===== config.mk =====
export PLATFORM = sky130hd
export DESIGN_NAME = radix_digit_converter
export DESIGN_NICKNAME = d
export VERILOG_FILES = /design/src/rtl/rdc_pkg.sv /design/src/rtl/radix_digit_converter.sv /design/src/rtl/rdc_front.sv /design/src/rtl/rdc_div.sv /design/src/rtl/rdc_back.sv
export SDC_FILE = /design/constraint.sdc
export NUM_CORES = 1
export LEC_CHECK = 0
export BUFFER_PORTS_ARGS = -buffer_cell sky130_fd_sc_hd__buf_4
export CORE_UTILIZATION = 40
export DETAILED_ROUTE_END_ITERATION = 16
export PLACE_DENSITY_LB_ADDON = 0.3
export SKIP_CTS_REPAIR_TIMING = 1
export SYNTH_ARGS = -nofsm -noshare
export SYNTH_HDL_FRONTEND = slang
export SYNTH_SLANG_ARGS = --single-unit

===== constraint.sdc =====
create_clock -name clk -period 6.15 [get_ports clk]
set_input_delay 1.23 -clock clk [delete_from_list [all_inputs] [get_ports clk]]
set_output_delay 1.23 -clock clk [all_outputs]
set_load 0.01 [all_outputs]

===== src/rtl/rdc_pkg.sv =====
package rdc_pkg;

	localparam int VALUE_W     = 32;
	localparam int RADIX_W     = 6;
	localparam int DIGIT_W     = 6;
	localparam int STACK_DEPTH = 32;
	localparam int STACK_AW    = $clog2(STACK_DEPTH);
	localparam int CNT_W       = $clog2(STACK_DEPTH + 1);
	localparam int DIV_CNT_W   = $clog2(VALUE_W);

	localparam logic [RADIX_W-1:0] RADIX_MIN = RADIX_W'(2);
	localparam logic [RADIX_W-1:0] RADIX_MAX = RADIX_W'(36);

	// Item classes decided by the front end.
	typedef enum logic [1:0] {
		KIND_CONV = 2'b00,
		KIND_ZERO = 2'b01,
		KIND_BAD  = 2'b10
	} kind_t;

	typedef struct packed {
		logic [VALUE_W-1:0] value;
		logic [RADIX_W-1:0] radix;
		kind_t              kind;
	} item_t;

	typedef struct packed {
		logic               start;
		logic [VALUE_W-1:0] dividend;
		logic [RADIX_W-1:0] divisor;
	} div_req_t;

	typedef struct packed {
		logic               done;
		logic [VALUE_W-1:0] quot;
		logic [RADIX_W-1:0] rem;
	} div_rsp_t;

endpackage


===== src/rtl/radix_digit_converter.sv =====
// Converts a 32-bit unsigned value to its digits in a radix from 2 to 36 and
// sends them out most significant first, one transaction per digit, with last
// set on the final one. A zero value produces no transaction at all. A radix
// outside 2..36 produces a single transaction with digit 0, last 1 and
// bad_radix 1. The front end classifies each input transaction and holds up
// to two in a queue, so new input is taken while a conversion runs. The back
// end divides by the radix with a bit-serial divider, one division per digit;
// the next division starts in the cycle the previous one reports done. Each
// digit is then popped from the digit stack through a stack read state and an
// emit state, and the emit state waits while the output is stalled. The
// result sits in an output register, so the back end prepares the next digit
// while the current one waits on out_stall.
module radix_digit_converter (
	input  logic                        clk,
	input  logic                        arst_n,
	input  logic                        in_valid,
	output logic                        in_stall,
	input  logic [31:0]                 value,
	input  logic [5:0]                  radix,
	output logic                        out_valid,
	input  logic                        out_stall,
	output logic [5:0]                  digit,
	output logic                        last,
	output logic                        bad_radix
);

	// Queue hand-off between the classifier and the conversion sequencer.
	logic              item_valid;
	rdc_pkg::item_t    item;
	logic              item_take;

	// Divider request and response.
	rdc_pkg::div_req_t div_req;
	rdc_pkg::div_rsp_t div_rsp;

	// Accept and classify; stall only when the queue is full.
	rdc_front u_front (
		.clk        (clk),
		.arst_n     (arst_n),
		.in_valid   (in_valid),
		.in_stall   (in_stall),
		.value      (rdc_pkg::VALUE_W'(value)),
		.radix      (rdc_pkg::RADIX_W'(radix)),
		.item_valid (item_valid),
		.item       (item),
		.item_take  (item_take)
	);

	// Single bit-serial divider, reused for every digit: one remainder digit per run.
	rdc_div u_div (
		.clk    (clk),
		.arst_n (arst_n),
		.req    (div_req),
		.rsp    (div_rsp)
	);

	// Sequence divisions, push remainders, pop and emit the digits.
	rdc_back u_back (
		.clk        (clk),
		.arst_n     (arst_n),
		.item_valid (item_valid),
		.item       (item),
		.item_take  (item_take),
		.div_req    (div_req),
		.div_rsp    (div_rsp),
		.out_valid  (out_valid),
		.out_stall  (out_stall),
		.digit      (digit),
		.last       (last),
		.bad_radix  (bad_radix)
	);

endmodule


===== src/rtl/rdc_front.sv =====
module rdc_front (
	input  logic                       clk,
	input  logic                       arst_n,
	input  logic                       in_valid,
	output logic                       in_stall,
	input  logic [rdc_pkg::VALUE_W-1:0] value,
	input  logic [rdc_pkg::RADIX_W-1:0] radix,
	output logic                       item_valid,
	output rdc_pkg::item_t             item,
	input  logic                       item_take
);

	// Two-entry queue between classification and the back end.
	rdc_pkg::item_t ent_q [2];
	logic           wr_ptr_q;
	logic           rd_ptr_q;
	logic [1:0]     fill_q;
	logic           push;
	logic           pop;
	rdc_pkg::item_t cls;

	always_comb begin
		cls.value = value;
		cls.radix = radix;
		if (!(radix inside {[rdc_pkg::RADIX_MIN:rdc_pkg::RADIX_MAX]}))
			cls.kind = rdc_pkg::KIND_BAD;
		else if (value == '0)
			cls.kind = rdc_pkg::KIND_ZERO;
		else
			cls.kind = rdc_pkg::KIND_CONV;
	end

	assign in_stall   = (fill_q == 2'd2);
	assign push       = in_valid && !in_stall;
	assign item_valid = (fill_q != 2'd0);
	assign item       = ent_q[rd_ptr_q];
	assign pop        = item_valid && item_take;

	always_ff @(posedge clk) begin
		if (push)
			ent_q[wr_ptr_q] <= cls;
	end

	always_ff @(posedge clk or negedge arst_n) begin
		if (!arst_n) begin
			wr_ptr_q <= 1'b0;
			rd_ptr_q <= 1'b0;
			fill_q   <= 2'd0;
		end else begin
			if (push)
				wr_ptr_q <= !wr_ptr_q;
			if (pop)
				rd_ptr_q <= !rd_ptr_q;
			fill_q <= fill_q + {1'b0, push} - {1'b0, pop};
		end
	end

endmodule


===== src/rtl/rdc_div.sv =====
module rdc_div (
	input  logic              clk,
	input  logic              arst_n,
	input  rdc_pkg::div_req_t req,
	output rdc_pkg::div_rsp_t rsp
);

	// Restoring division, one quotient bit per cycle.
	logic [rdc_pkg::VALUE_W-1:0]   quo_q;
	logic [rdc_pkg::RADIX_W-1:0]   rem_q;
	logic [rdc_pkg::RADIX_W-1:0]   dvs_q;
	logic [rdc_pkg::DIV_CNT_W-1:0] cnt_q;
	logic                          busy_q;
	logic                          done_q;
	logic [rdc_pkg::RADIX_W:0]     trial;
	logic [rdc_pkg::RADIX_W:0]     diff;
	logic                          qbit;

	assign trial = {rem_q, quo_q[rdc_pkg::VALUE_W-1]};
	assign diff  = trial - {1'b0, dvs_q};
	assign qbit  = (trial >= {1'b0, dvs_q});

	always_ff @(posedge clk) begin
		if (req.start) begin
			quo_q <= req.dividend;
			rem_q <= '0;
			dvs_q <= req.divisor;
		end else if (busy_q) begin
			quo_q <= {quo_q[rdc_pkg::VALUE_W-2:0], qbit};
			rem_q <= qbit ? diff[rdc_pkg::RADIX_W-1:0] : trial[rdc_pkg::RADIX_W-1:0];
		end
	end

	always_ff @(posedge clk or negedge arst_n) begin
		if (!arst_n) begin
			cnt_q  <= '0;
			busy_q <= 1'b0;
			done_q <= 1'b0;
		end else begin
			done_q <= 1'b0;
			if (req.start) begin
				cnt_q  <= rdc_pkg::DIV_CNT_W'(rdc_pkg::VALUE_W - 1);
				busy_q <= 1'b1;
			end else if (busy_q) begin
				cnt_q <= cnt_q - 1'b1;
				if (cnt_q == '0) begin
					busy_q <= 1'b0;
					done_q <= 1'b1;
				end
			end
		end
	end

	assign rsp.done = done_q;
	assign rsp.quot = quo_q;
	assign rsp.rem  = rem_q;

endmodule


===== src/rtl/rdc_back.sv =====
module rdc_back (
	input  logic                        clk,
	input  logic                        arst_n,
	input  logic                        item_valid,
	input  rdc_pkg::item_t              item,
	output logic                        item_take,
	output rdc_pkg::div_req_t           div_req,
	input  rdc_pkg::div_rsp_t           div_rsp,
	output logic                        out_valid,
	input  logic                        out_stall,
	output logic [rdc_pkg::DIGIT_W-1:0] digit,
	output logic                        last,
	output logic                        bad_radix
);

	typedef enum logic [3:0] {
		ST_IDLE = 4'b0001,
		ST_DIV  = 4'b0010,
		ST_RD   = 4'b0100,
		ST_EMIT = 4'b1000
	} state_t;

	state_t                        state_q;
	logic [rdc_pkg::CNT_W-1:0]     cnt_q;
	logic [rdc_pkg::RADIX_W-1:0]   radix_q;
	logic [rdc_pkg::DIGIT_W-1:0]   stack_mem [rdc_pkg::STACK_DEPTH];
	logic [rdc_pkg::DIGIT_W-1:0]   rd_q;
	logic [rdc_pkg::CNT_W-1:0]     top;
	logic                          push;
	logic                          slot_free;
	logic                          out_valid_q;
	logic [rdc_pkg::DIGIT_W-1:0]   digit_q;
	logic                          last_q;
	logic                          bad_q;
	logic                          load_bad;
	logic                          load_dig;

	assign slot_free = !out_valid_q || !out_stall;
	assign top       = cnt_q - 1'b1;

	assign item_take = (state_q == ST_IDLE) && item_valid &&
	                   ((item.kind != rdc_pkg::KIND_BAD) || slot_free);
	assign load_bad  = item_take && (item.kind == rdc_pkg::KIND_BAD);
	assign load_dig  = (state_q == ST_EMIT) && slot_free;
	assign push      = (state_q == ST_DIV) && div_rsp.done &&
	                   (cnt_q < rdc_pkg::CNT_W'(rdc_pkg::STACK_DEPTH));

	always_comb begin
		div_req.start    = 1'b0;
		div_req.dividend = div_rsp.quot;
		div_req.divisor  = radix_q;
		case (state_q)
			ST_IDLE: begin
				div_req.dividend = item.value;
				div_req.divisor  = item.radix;
				div_req.start    = item_take && (item.kind == rdc_pkg::KIND_CONV);
			end
			ST_DIV: begin
				div_req.start = div_rsp.done && (div_rsp.quot != '0);
			end
			default: begin
				div_req.start = 1'b0;
			end
		endcase
	end

	// Digit stack: write on push, registered read of the top entry.
	always_ff @(posedge clk) begin
		if (push)
			stack_mem[cnt_q[rdc_pkg::STACK_AW-1:0]] <= div_rsp.rem;
		rd_q <= stack_mem[top[rdc_pkg::STACK_AW-1:0]];
	end

	always_ff @(posedge clk or negedge arst_n) begin
		if (!arst_n) begin
			state_q <= ST_IDLE;
			cnt_q   <= '0;
			radix_q <= '0;
		end else begin
			case (state_q)
				ST_IDLE: begin
					if (item_take && (item.kind == rdc_pkg::KIND_CONV)) begin
						cnt_q   <= '0;
						radix_q <= item.radix;
						state_q <= ST_DIV;
					end
				end
				ST_DIV: begin
					if (div_rsp.done) begin
						if (push)
							cnt_q <= cnt_q + 1'b1;
						if (div_rsp.quot == '0)
							state_q <= ST_RD;
					end
				end
				ST_RD: begin
					state_q <= ST_EMIT;
				end
				ST_EMIT: begin
					if (slot_free) begin
						cnt_q   <= top;
						state_q <= (cnt_q == rdc_pkg::CNT_W'(1)) ? ST_IDLE : ST_RD;
					end
				end
				default: begin
					state_q <= ST_IDLE;
				end
			endcase
		end
	end

	always_ff @(posedge clk or negedge arst_n) begin
		if (!arst_n)
			out_valid_q <= 1'b0;
		else if (load_bad || load_dig)
			out_valid_q <= 1'b1;
		else if (!out_stall)
			out_valid_q <= 1'b0;
	end

	always_ff @(posedge clk) begin
		if (load_bad) begin
			digit_q <= '0;
			last_q  <= 1'b1;
			bad_q   <= 1'b1;
		end else if (load_dig) begin
			digit_q <= rd_q;
			last_q  <= (cnt_q == rdc_pkg::CNT_W'(1));
			bad_q   <= 1'b0;
		end
	end

	assign out_valid = out_valid_q;
	assign digit     = digit_q;
	assign last      = last_q;
	assign bad_radix = bad_q;

endmodule

======== Word level (Yosys, flattened, before mapping) ========
Memory sizes are Yosys's and may differ from the RTL's. A register that Yosys moved wholly into a read port is not among the register bits.
Index checks and enable logic that the tools add are counted.
word-level totals
  flip-flop bits (word level) ............. 80
  memory bits (writable) .................. 272
  bits of input ports ..................... 42
  output and inout bits ................... 10
  word-level logic and storage cells ...... 106
  memories ................................ 2
memory list
  name              words  bits a word  read ports  clocked after Yosys merged registers in  wr ports  RTL line         text
  u_back.stack_mem  32     6            1           1                                        1         rdc_back.sv:26   logic [rdc_pkg::DIGIT_W-1:0] stack_mem [rdc_pkg::STACK_DEPTH];
  u_front.ent_q     2      40           1           0                                        1         rdc_front.sv:14  rdc_pkg::item_t ent_q [2];
operators by class
  add/sub/neg operators ................... 6
  magnitude comparators ................... 4
  equal/unequal tests ..................... 15
  multiplexer cells ....................... 32
  reductions and logical operators ........ 31
operators with widths
  operator               count
  $logic_not A32 Y1      2
  $mux W32               2
  $mux W38               1
  $reduce_bool A32 Y1    1
  $mux W6                5
  $pmux W6 S3            1
  $mux W4                4
  $pmux W4 S4            1
  $mux W1                13
  $logic_and A1 B1 Y1    11
  $mux W5                2
  $ne A2 B1 Y1 const B   4
  $ne A2 B2 Y1 const B   4
  $ge A7 B6 Y1           1
  $add A6 B1 Y6 const B  1
  $eq A6 B1 Y1 const B   1
  $ge A6 B2 Y1 const B   1
  $le A6 B6 Y1 const B   1
  $lt A6 B6 Y1 const B   1
  $sub A6 B1 Y6 const B  1
  $sub A6 B6 Y6          1
  $logic_not A1 Y1       5
  $logic_not A5 Y1       1
  $reduce_and A5 Y1      1
  17 further kinds       22

======== Longest topological paths before layout ========
Gate-level depths: netlist of the first run.
  depth after elaboration ................. 8
  gate-level depth with buffers ........... 12
  mapped depth without buffers ............ 9

======== Cells and area by module ========
A second synthesis of the first run with hierarchy kept.
second synthesis, totals
  cells, all modules ...................... 999
  area total of the unflattened synthesis .. 15,239.6 sq um
by module, submodules not included
  module     instances  cells an instance  area each (sq um)  seq. area each (sq um)
  rdc_back   1          660                9,572.9            6,472.5
  rdc_front  1          159                3,228.1            2,502.4
  rdc_div    1          180                2,438.6            1,436.4

======== Worst setup path after synthesis of the first run ========
Ideal clock, no wire load.
  kind .................................... register -> register
  start ................................... register u_div.quo_q[31] (netlist name)
  end ..................................... register u_div.quo_q[0] (netlist name), enable pin
  setup time .............................. 466 ps
  arrival time ............................ 3,588 ps
  data required time ...................... 5,684 ps
  path slack .............................. 2,096 ps
  cell stages (with the launch flop) ...... 7
  path buffers ............................ 2
  clock period less this slack ............ 4,054 ps
  cells stage by stage .................... edfxtp_1 nor4_1 nand4_1 o21ba_1 buf_2 buf_4 o21ai_0
on the way
  word-level cells in the longest chain between the ends .. 5
  elaborated cells on any way between the ends .. 6
  classes of those cells .................. 1 x eq/ne; 1 x mux; 4 x reduce/logical
ends and longest elaborated chain
  element                                                              RTL line        text
  from (decl)                                                          rdc_div.sv:9    logic [rdc_pkg::VALUE_W-1:0] quo_q;
  from (signal assigned)                                               rdc_div.sv:25   quo_q <= req.dividend;
  from (signal assigned)                                               rdc_div.sv:29   quo_q <= {quo_q[rdc_pkg::VALUE_W-2:0], qbit};
  $reduce_bool A32 Y1 *                                                rdc_back.sv:59  div_req.start = div_rsp.done && (div_rsp.quot != '0);
  $logic_and A1 B1 Y1 *                                                rdc_back.sv:59
  $pmux W1 S2 *                                                        rdc_back.sv:52  case (state_q)
  $ne A2 B1 Y1 (no line) / $reduce_bool A2 Y1 (equally long branches)  n/a
  $reduce_and A2 Y1 (no line) *                                        n/a
Every way passes the cells marked *; elsewhere a longest branch is shown, timed or not.
A chain may end at the register's enable or synchronous reset.

======== Worst setup path in the final report of the first run ========
  start ................................... register u_back.state_q[0]
  end ..................................... register u_div.quo_q[27] (netlist name), enable pin
on the way
  word-level cells in the longest chain between the ends .. 7
  elaborated cells on any way between the ends .. 9
  classes of those cells .................. 3 x eq/ne; 1 x mux; 5 x reduce/logical
ends and longest elaborated chain
  element                                                              RTL line                        text
  from (decl)                                                          rdc_back.sv:23                  state_t state_q;
  from (signal assigned)                                               rdc_back.sv:102                 state_q <= (cnt_q == rdc_pkg::CNT_W'(1)) ? ST_IDLE : ST_RD;
  $eq A4 B1 Y1                                                         rdc_back.sv:41, rdc_back.sv:52
  $logic_and A1 B1 Y1 (2 in a row)                                     rdc_back.sv:41                  assign item_take = (state_q == ST_IDLE) && item_valid &&
  $logic_and A1 B1 Y1                                                  rdc_back.sv:56                  div_req.start = item_take && (item.kind == rdc_pkg::KIND_CONV);
  $pmux W1 S2                                                          rdc_back.sv:52
  $ne A2 B1 Y1 (no line) / $reduce_bool A2 Y1 (equally long branches)  n/a
  $reduce_and A2 Y1 (no line) *                                        n/a
Marks and branches as above.

==> out/metrics.yaml, run 1 <==
timing:
  layout_setup_ws_ps: 3020
  timing.fmax_mhz: 319
  tns_ps: 0
  maxSlewHeadroom_pct: 21.5
  period_needed_ps: 3130
  worstMarginPinSlew_ps: 1180
  rsz0062_at_grt: "no"
  drv_slew: 0
  finClkSkew_ps: 27.0
  setup_viol: 0
  hold_viol: 0
  post-route-period-util_pct: 50.9
min_path:
  hold_path_class: "register to register"
synth:
  syn_inst: 907
  synth_edf_count: 310
  synth.distinct_cells: 68
  synth_top_area_cell: "edfxtp_1"
  yosysWarnings: 0
  syn_nets: 965
  synth_seq_cells: 358
  synth.cell_area_um2: 14700
  synth_flop_cell: "edfxtp_1"
  synth_area_leaders: "edfxtp_1 (63%), mux4_2 (7.4%), dfrtp_1 (4.6%), mux2i_1 (3.5%), dfxtp_1 (2.7%)"
  syn_avg_cell_area_um2: 16.2
  async_flop_share_pct: 7.82
  yosysSeqAreaShare_pct: 70.8
  synth.top_cell.area_share_pct: 63.3
drt:
  drtIter0Drc: 613
  wire_per_inst_um: 19.8
  viasPerCell: 5.34
  routed_wl_um: 28800
  ant_nets: 0
  firstDrtPassIters: 5
  route.detailed.drc: 0
  vias: 7765
setup_path:
  end_kind: "register"
  cp_data_required_time_ps: 6300
  critPathMaxStageDelay_ps: 640
  critical-path-top-delay-family: "simple AND/OR/NAND/NOR gates"
  crit_top_cell: "buf_4"
  arrival_ps: 3280
  crit_fanout: 45
  crit_chain: "nor4b_4, o21a_1, nand2_2, buf_4, o21ai_2, buf_4"
  start_kind: "register"
  path_buf_inv: 2
  slowest_stage: "nor4b_4"
  criticalPathCategory: "register to register"
floorplanning:
  io_pins: 52
  dieArea_um2: 37500
  start_util_pct: 41.0
  coreArea_um2: 35800
  die_h_um: 194
  rows: 69
  die_width_um: 194
grt:
  grt_pass1_vias: 7776
  antenna_found_initial: 0
  grt_pass1_wl_um: 44600
  grt_overflow_total: 0
  grt_max_degree: 53
  track_usage_pct: 15.3
placement:
  dp_hpwl_um: 18300
  io_buffers: 51
  preCtsSetupSlack_ps: 3040
  placed_area_um2: 15500
  gp_congestion: 0.794
clock_network:
  htree_levels: 2
  clk_pin_slew_ps: 60
  clockRootBuffer: "clkbuf_16"
  numCtsBuffers: 38
  cts_tree: "built"
  cts_buffer_depth: 3
  cts_num_sinks: 358
  clk_latency_ps: 520
run_status:
  outcome: "finished clean"
power:
  peakVddDrop_mv: 0.209
  power-per-cell-area_nw_per_um2: 485
  p_leak_nw: 5.78
flow_run:
  cap_violations: 0
layout:
  drive_gt1_share_pct: 20.3
  diodes: 0
  fin_area_um2: 16900
  nFillCells: 2990
  nets: 1023
  area_delta_synth_final_pct: 14.8
[sequential cells by signal (all words and copies together) (netlist names), 2 cells and up]
name              flops
u_back.stack_mem    192
u_front.ent_q        80
u_div.quo_q          32
u_back.cnt_q          6
u_back.digit          6
u_back.radix_q        6
u_back.rd_q           6
u_div.dvs_q           6
u_div.rem_q           6
u_div.cnt_q           5
u_back.state_q        4
u_front.fill_q        2
[path summary, 6_finish.rpt]
path | from | end | slack [ps] | depth (start not counted)
worst max-delay path | u_back.state_q[0] | u_div.quo_q[27] | 3020 | 6
worst min-delay path | u_back.digit[1] | u_back.digit[1] | 460 | 2
worst max register to register | u_back.state_q[0] | u_div.quo_q[27] | 3020 | 6
worst min register to register | u_back.digit[1] | u_back.digit[1] | 460 | 2
max in group asynchronous | arst_n | u_front.rd_ptr_q | 5190 | 1
min in group asynchronous | arst_n | u_back.cnt_q[0] | 640 | 1
[cells in the final DEF (no fill, tap or decap), types with 4 or more instances in the layout]
cell / instances
edfxtp_1: 310
a211oi_1: 4
o22ai_1: 42
clkinv_1: 5
ha_1: 14
clkinv_2: 6
o21ai_1: 7
nor3_1: 8
nor2_1: 56
mux2i_1: 51
a221oi_1: 6
a22oi_1: 4
clkbuf_16: 38
nand3_1: 7
inv_1: 20
nor4_1: 24
o21ai_0: 14
nand4_1: 5
bufinv_16: 9
nand3b_1: 4
buf_4: 63
xnor2_1: 8
nand2_1: 81
mux2_2: 12
clkbuf_1: 5
dfxtp_1: 20
mux4_2: 48
a21oi_1: 22
dfrtp_1: 25
nor2b_1: 6
[layout make-up]
cell class	instances	area, µm²	area share [%]
clock buffer	46	1010	5.99
multi-input combinational	482	3970	23.5
inverter	22	82.6	0.489
sequential	358	10400	61.7
timing repair buffer	63	473	2.80
tap	461	577	3.42
clock inverter	22	348	2.06
[metrics by stage]
step	hold slack [ps]	util (%)	total power, W	cells
6_report	462	47.1	0.00818	1454
5_1_grt	468	47.1	0.00859	1454
4_1_cts	465	47.1	0.00826	1454
3_5_place_dp	456	43.3	0.00580	1386
3_3_place_gp	448	43.3	0.00576	1386
2_1_floorplan	417	-	0.00520	907
[synthesized netlist by cell type, types with 10 or more instances]
cell type  number
o22ai_1        42
dfxtp_1        20
nand2_1        82
nor4_1         24
buf_2          15
clkbuf_1       15
o21ai_0        15
nor2_1         57
buf_4          10
a21oi_1        22
mux2i_1        51
mux2_2         12
ha_1           15
mux4_2         48
inv_1          20
dfrtp_1        27
edfxtp_1      310
[per-layer routing]
metal,track usage [%],wire length [µm],vias up
met1,21.2,13100,3865
met2,25.0,13800,177
met5,0,0,-
li1,-,-,3681
met4,4.36,620,0
met3,2.33,1270,42
[logic make-up (layout without fill, tap and decap cells)]
kind of cell	Yosys count	in the layout	synth area share [%]
compound gates	129	129	5.76
xor+xnor	12	12	0.843
fa+ha+maj	16	16	1.41
buf+inv	67	153	2.30
flops	358	358	70.8
mux	111	111	11.7
simple gates	214	214	7.13
[worst reg2reg max path, cell delays in order, from the launching register on]
cell	delay (ps)
dfstp_2	610
nor4b_4	640
o21a_1	260
nand2_2	330
buf_4	410
o21ai_2	100
buf_4	390
[report_power, final]
group,switching [W],internal (W)
clock network,0.000909,0.00155
logic,0.00127,0.000914
registers,0.000236,0.00330
total,0.00242,0.00576
Power figures use the tool's default switching activity.
==> run 2, diff against run 1 <==
clock period = 2.7 ns   (was 6.15 ns; I/O delays follow)
==> run 2 against run 1 <==
Against the previous run:
- total power increased by 130%
- global-route usage increased by 0.67 points
- final cell count increased by 2.1%
- first-iteration DRC count decreased by 21%
==> out/metrics.yaml, run 2 (same netlist as run 1, synthesis figures left out) <==
run_status:
  outcome: "finished clean"
clock_network:
  clockRootBuffer: "clkbuf_16"
  cts_buffer_depth: 3
  clk_pin_slew_ps: 60
  cts_num_sinks: 358
  htree_levels: 2
  clk_latency_ps: 530
  numCtsBuffers: 38
  cts_tree: "built"
drt:
  route.detailed.drc: 0
  wire_per_inst_um: 19.9
  viasPerCell: 5.35
  routed_wl_um: 29500
  firstDrtPassIters: 5
  ant_nets: 0
  vias: 7943
  drtIter0Drc: 486
power:
  finalPower_w: 0.0185
  combPwrFrac_pct: 28.6
  switching_share_pct: 30.3
  p_leak_nw: 5.90
  power.switching_w: 0.00561
  clockPowerShare_pct: 28.6
  pwr-share-seq_pct: 42.8
  power.internal_w: 0.0129
  power-per-cell-area_nw_per_um2: 1080
  peakVddDrop_mv: 0.753
grt:
  grt_pass1_wl_um: 46100
  grt_max_degree: 64
  grt_overflow_total: 0
  antenna_found_initial: 0
  grt_pass1_vias: 7970
  track_usage_pct: 15.9
timing:
  hold_viol: 0
  worstMarginPinSlew_ps: 882
  drv_slew: 0
  post-route-period-util_pct: 93.7
  tns_ps: 0
  maxSlewHeadroom_pct: 40.8
  period_needed_ps: 2530
  timing.fmax_mhz: 395
  finClkSkew_ps: 21.6
  layout_setup_ws_ps: 171
  setup_viol: 0
  rsz0062_at_grt: "no"
layout:
  post-route-util_pct: 47.7
  diodes: 0
  fin_area_um2: 17100
  nFillCells: 3009
  regArea_um2: 10400
  drive_gt1_share_pct: 22.2
  final_common_cell: "edfxtp_1"
  multiInputGateArea_um2: 3980
  layout_common_cells: "edfxtp_1 (310), buf_4 (86), nand2_1 (81)"
  nets: 1052
  largest_reg_flops: 192
  area_delta_synth_final_pct: 16.2
placement:
  placed_area_um2: 15800
  io_buffers: 51
  preCtsSetupSlack_ps: 61.4
  dp_hpwl_um: 18900
  gp_congestion: 0.796
min_path:
  hold_path_class: "primary input to register"
  min_path_cells: 1
setup_path:
  crit_fanout: 11
  start_kind: "register"
  path_buf_inv: 0
  slowest_stage: "nor2_1"
  end_kind: "register"
  cp_num_cells: 5
  arrival_ps: 2680
  crit_chain: "nor4b_4, nand2_1, nor2_1, nand2_1, nor2_1"
  reg2reg_slack_ps: 170
  criticalPathCategory: "register to register"
  r2r_cells: 5
  critPathMaxStageDelay_ps: 570
  critical-path-top-delay-family: "simple AND/OR/NAND/NOR gates"
  cp_data_required_time_ps: 2850
floorplanning:
  die_width_um: 194
  start_util_pct: 41.0
  io_pins: 52
  rows: 69
  dieArea_um2: 37500
  coreArea_um2: 35800
  die_h_um: 194
flow_run:
  cap_violations: 0
==> run 2: cell types whose count changed in the layout (fill, tap and decap cells not counted), sizes merged <==
cell         previous run  this run
bufinv                  9         5
buf                    63        91
clkinv                 13        10
clkbuf                 46        52
inv                    21        23
dlygate4sd3             0         1
clkinvlp                1         2
==> run 2: path summary, 6_finish.rpt <==
check | start | to
setup / recovery | u_back.state_q[1] | u_back.stack_mem[11][1]
hold / removal | value[18] | u_front.ent_q[1][26]
setup reg to reg | u_back.state_q[1] | u_back.stack_mem[11][1]
hold reg to reg | u_back.rd_q[2] | u_back.digit[2]
max in group asynchronous | arst_n | u_back.state_q[0]
min in group asynchronous | arst_n | u_div.cnt_q[3]
==> run 2: cell type report <==
cell class / count / area share, %
Sequential cell: 358 / 61.0
Multi-Input combinational cell: 482 / 23.3
Clock buffer: 52 / 6.05
Timing Repair Buffer: 92 / 4.42
Tap cell: 461 / 3.38
Clock inverter: 18 / 1.41
Inverter: 22 / 0.483
==> run 2: layer usage <==
| metal | GRT usage [%] | share of wire [%] | vias up |
|---|---|---|---|
| met4 | 5.16 | 2.5 | 0 |
| li1 | - | - | 3750 |
| met5 | 0 | 0 | - |
| met1 | 21.6 | 45 | 3942 |
| met3 | 2.82 | 4.4 | 50 |
| met2 | 26.1 | 48 | 201 |
==> run 2: worst reg2reg max path, cell delays in order (launching register included) <==
cell	delay, ps
dfrtp_1	560
nor4b_4	280
nand2_1	130
nor2_1	270
nand2_1	350
nor2_1	570
==> run 2: stage by stage <==
stage                     hold WS (ps)  cells
after floorplan                    244    907
after global placement             432   1413
after detailed placement           432   1413
after CTS                        -75.9   1483
after global routing               179   1485
final                              200   1485
==> run 2: power by group through the flow <==
stage | clock [W] | sequential [W] | combinational [W]
finish | 0.00530 | 0.00792 | 0.00530
global route | 0.00562 | 0.00802 | 0.00584
CTS | 0.00541 | 0.00793 | 0.00536
detailed placement | 0 | 0.00804 | 0.00534
global placement | 0 | 0.00802 | 0.00527
floorplan | 0 | 0.00811 | 0.00373
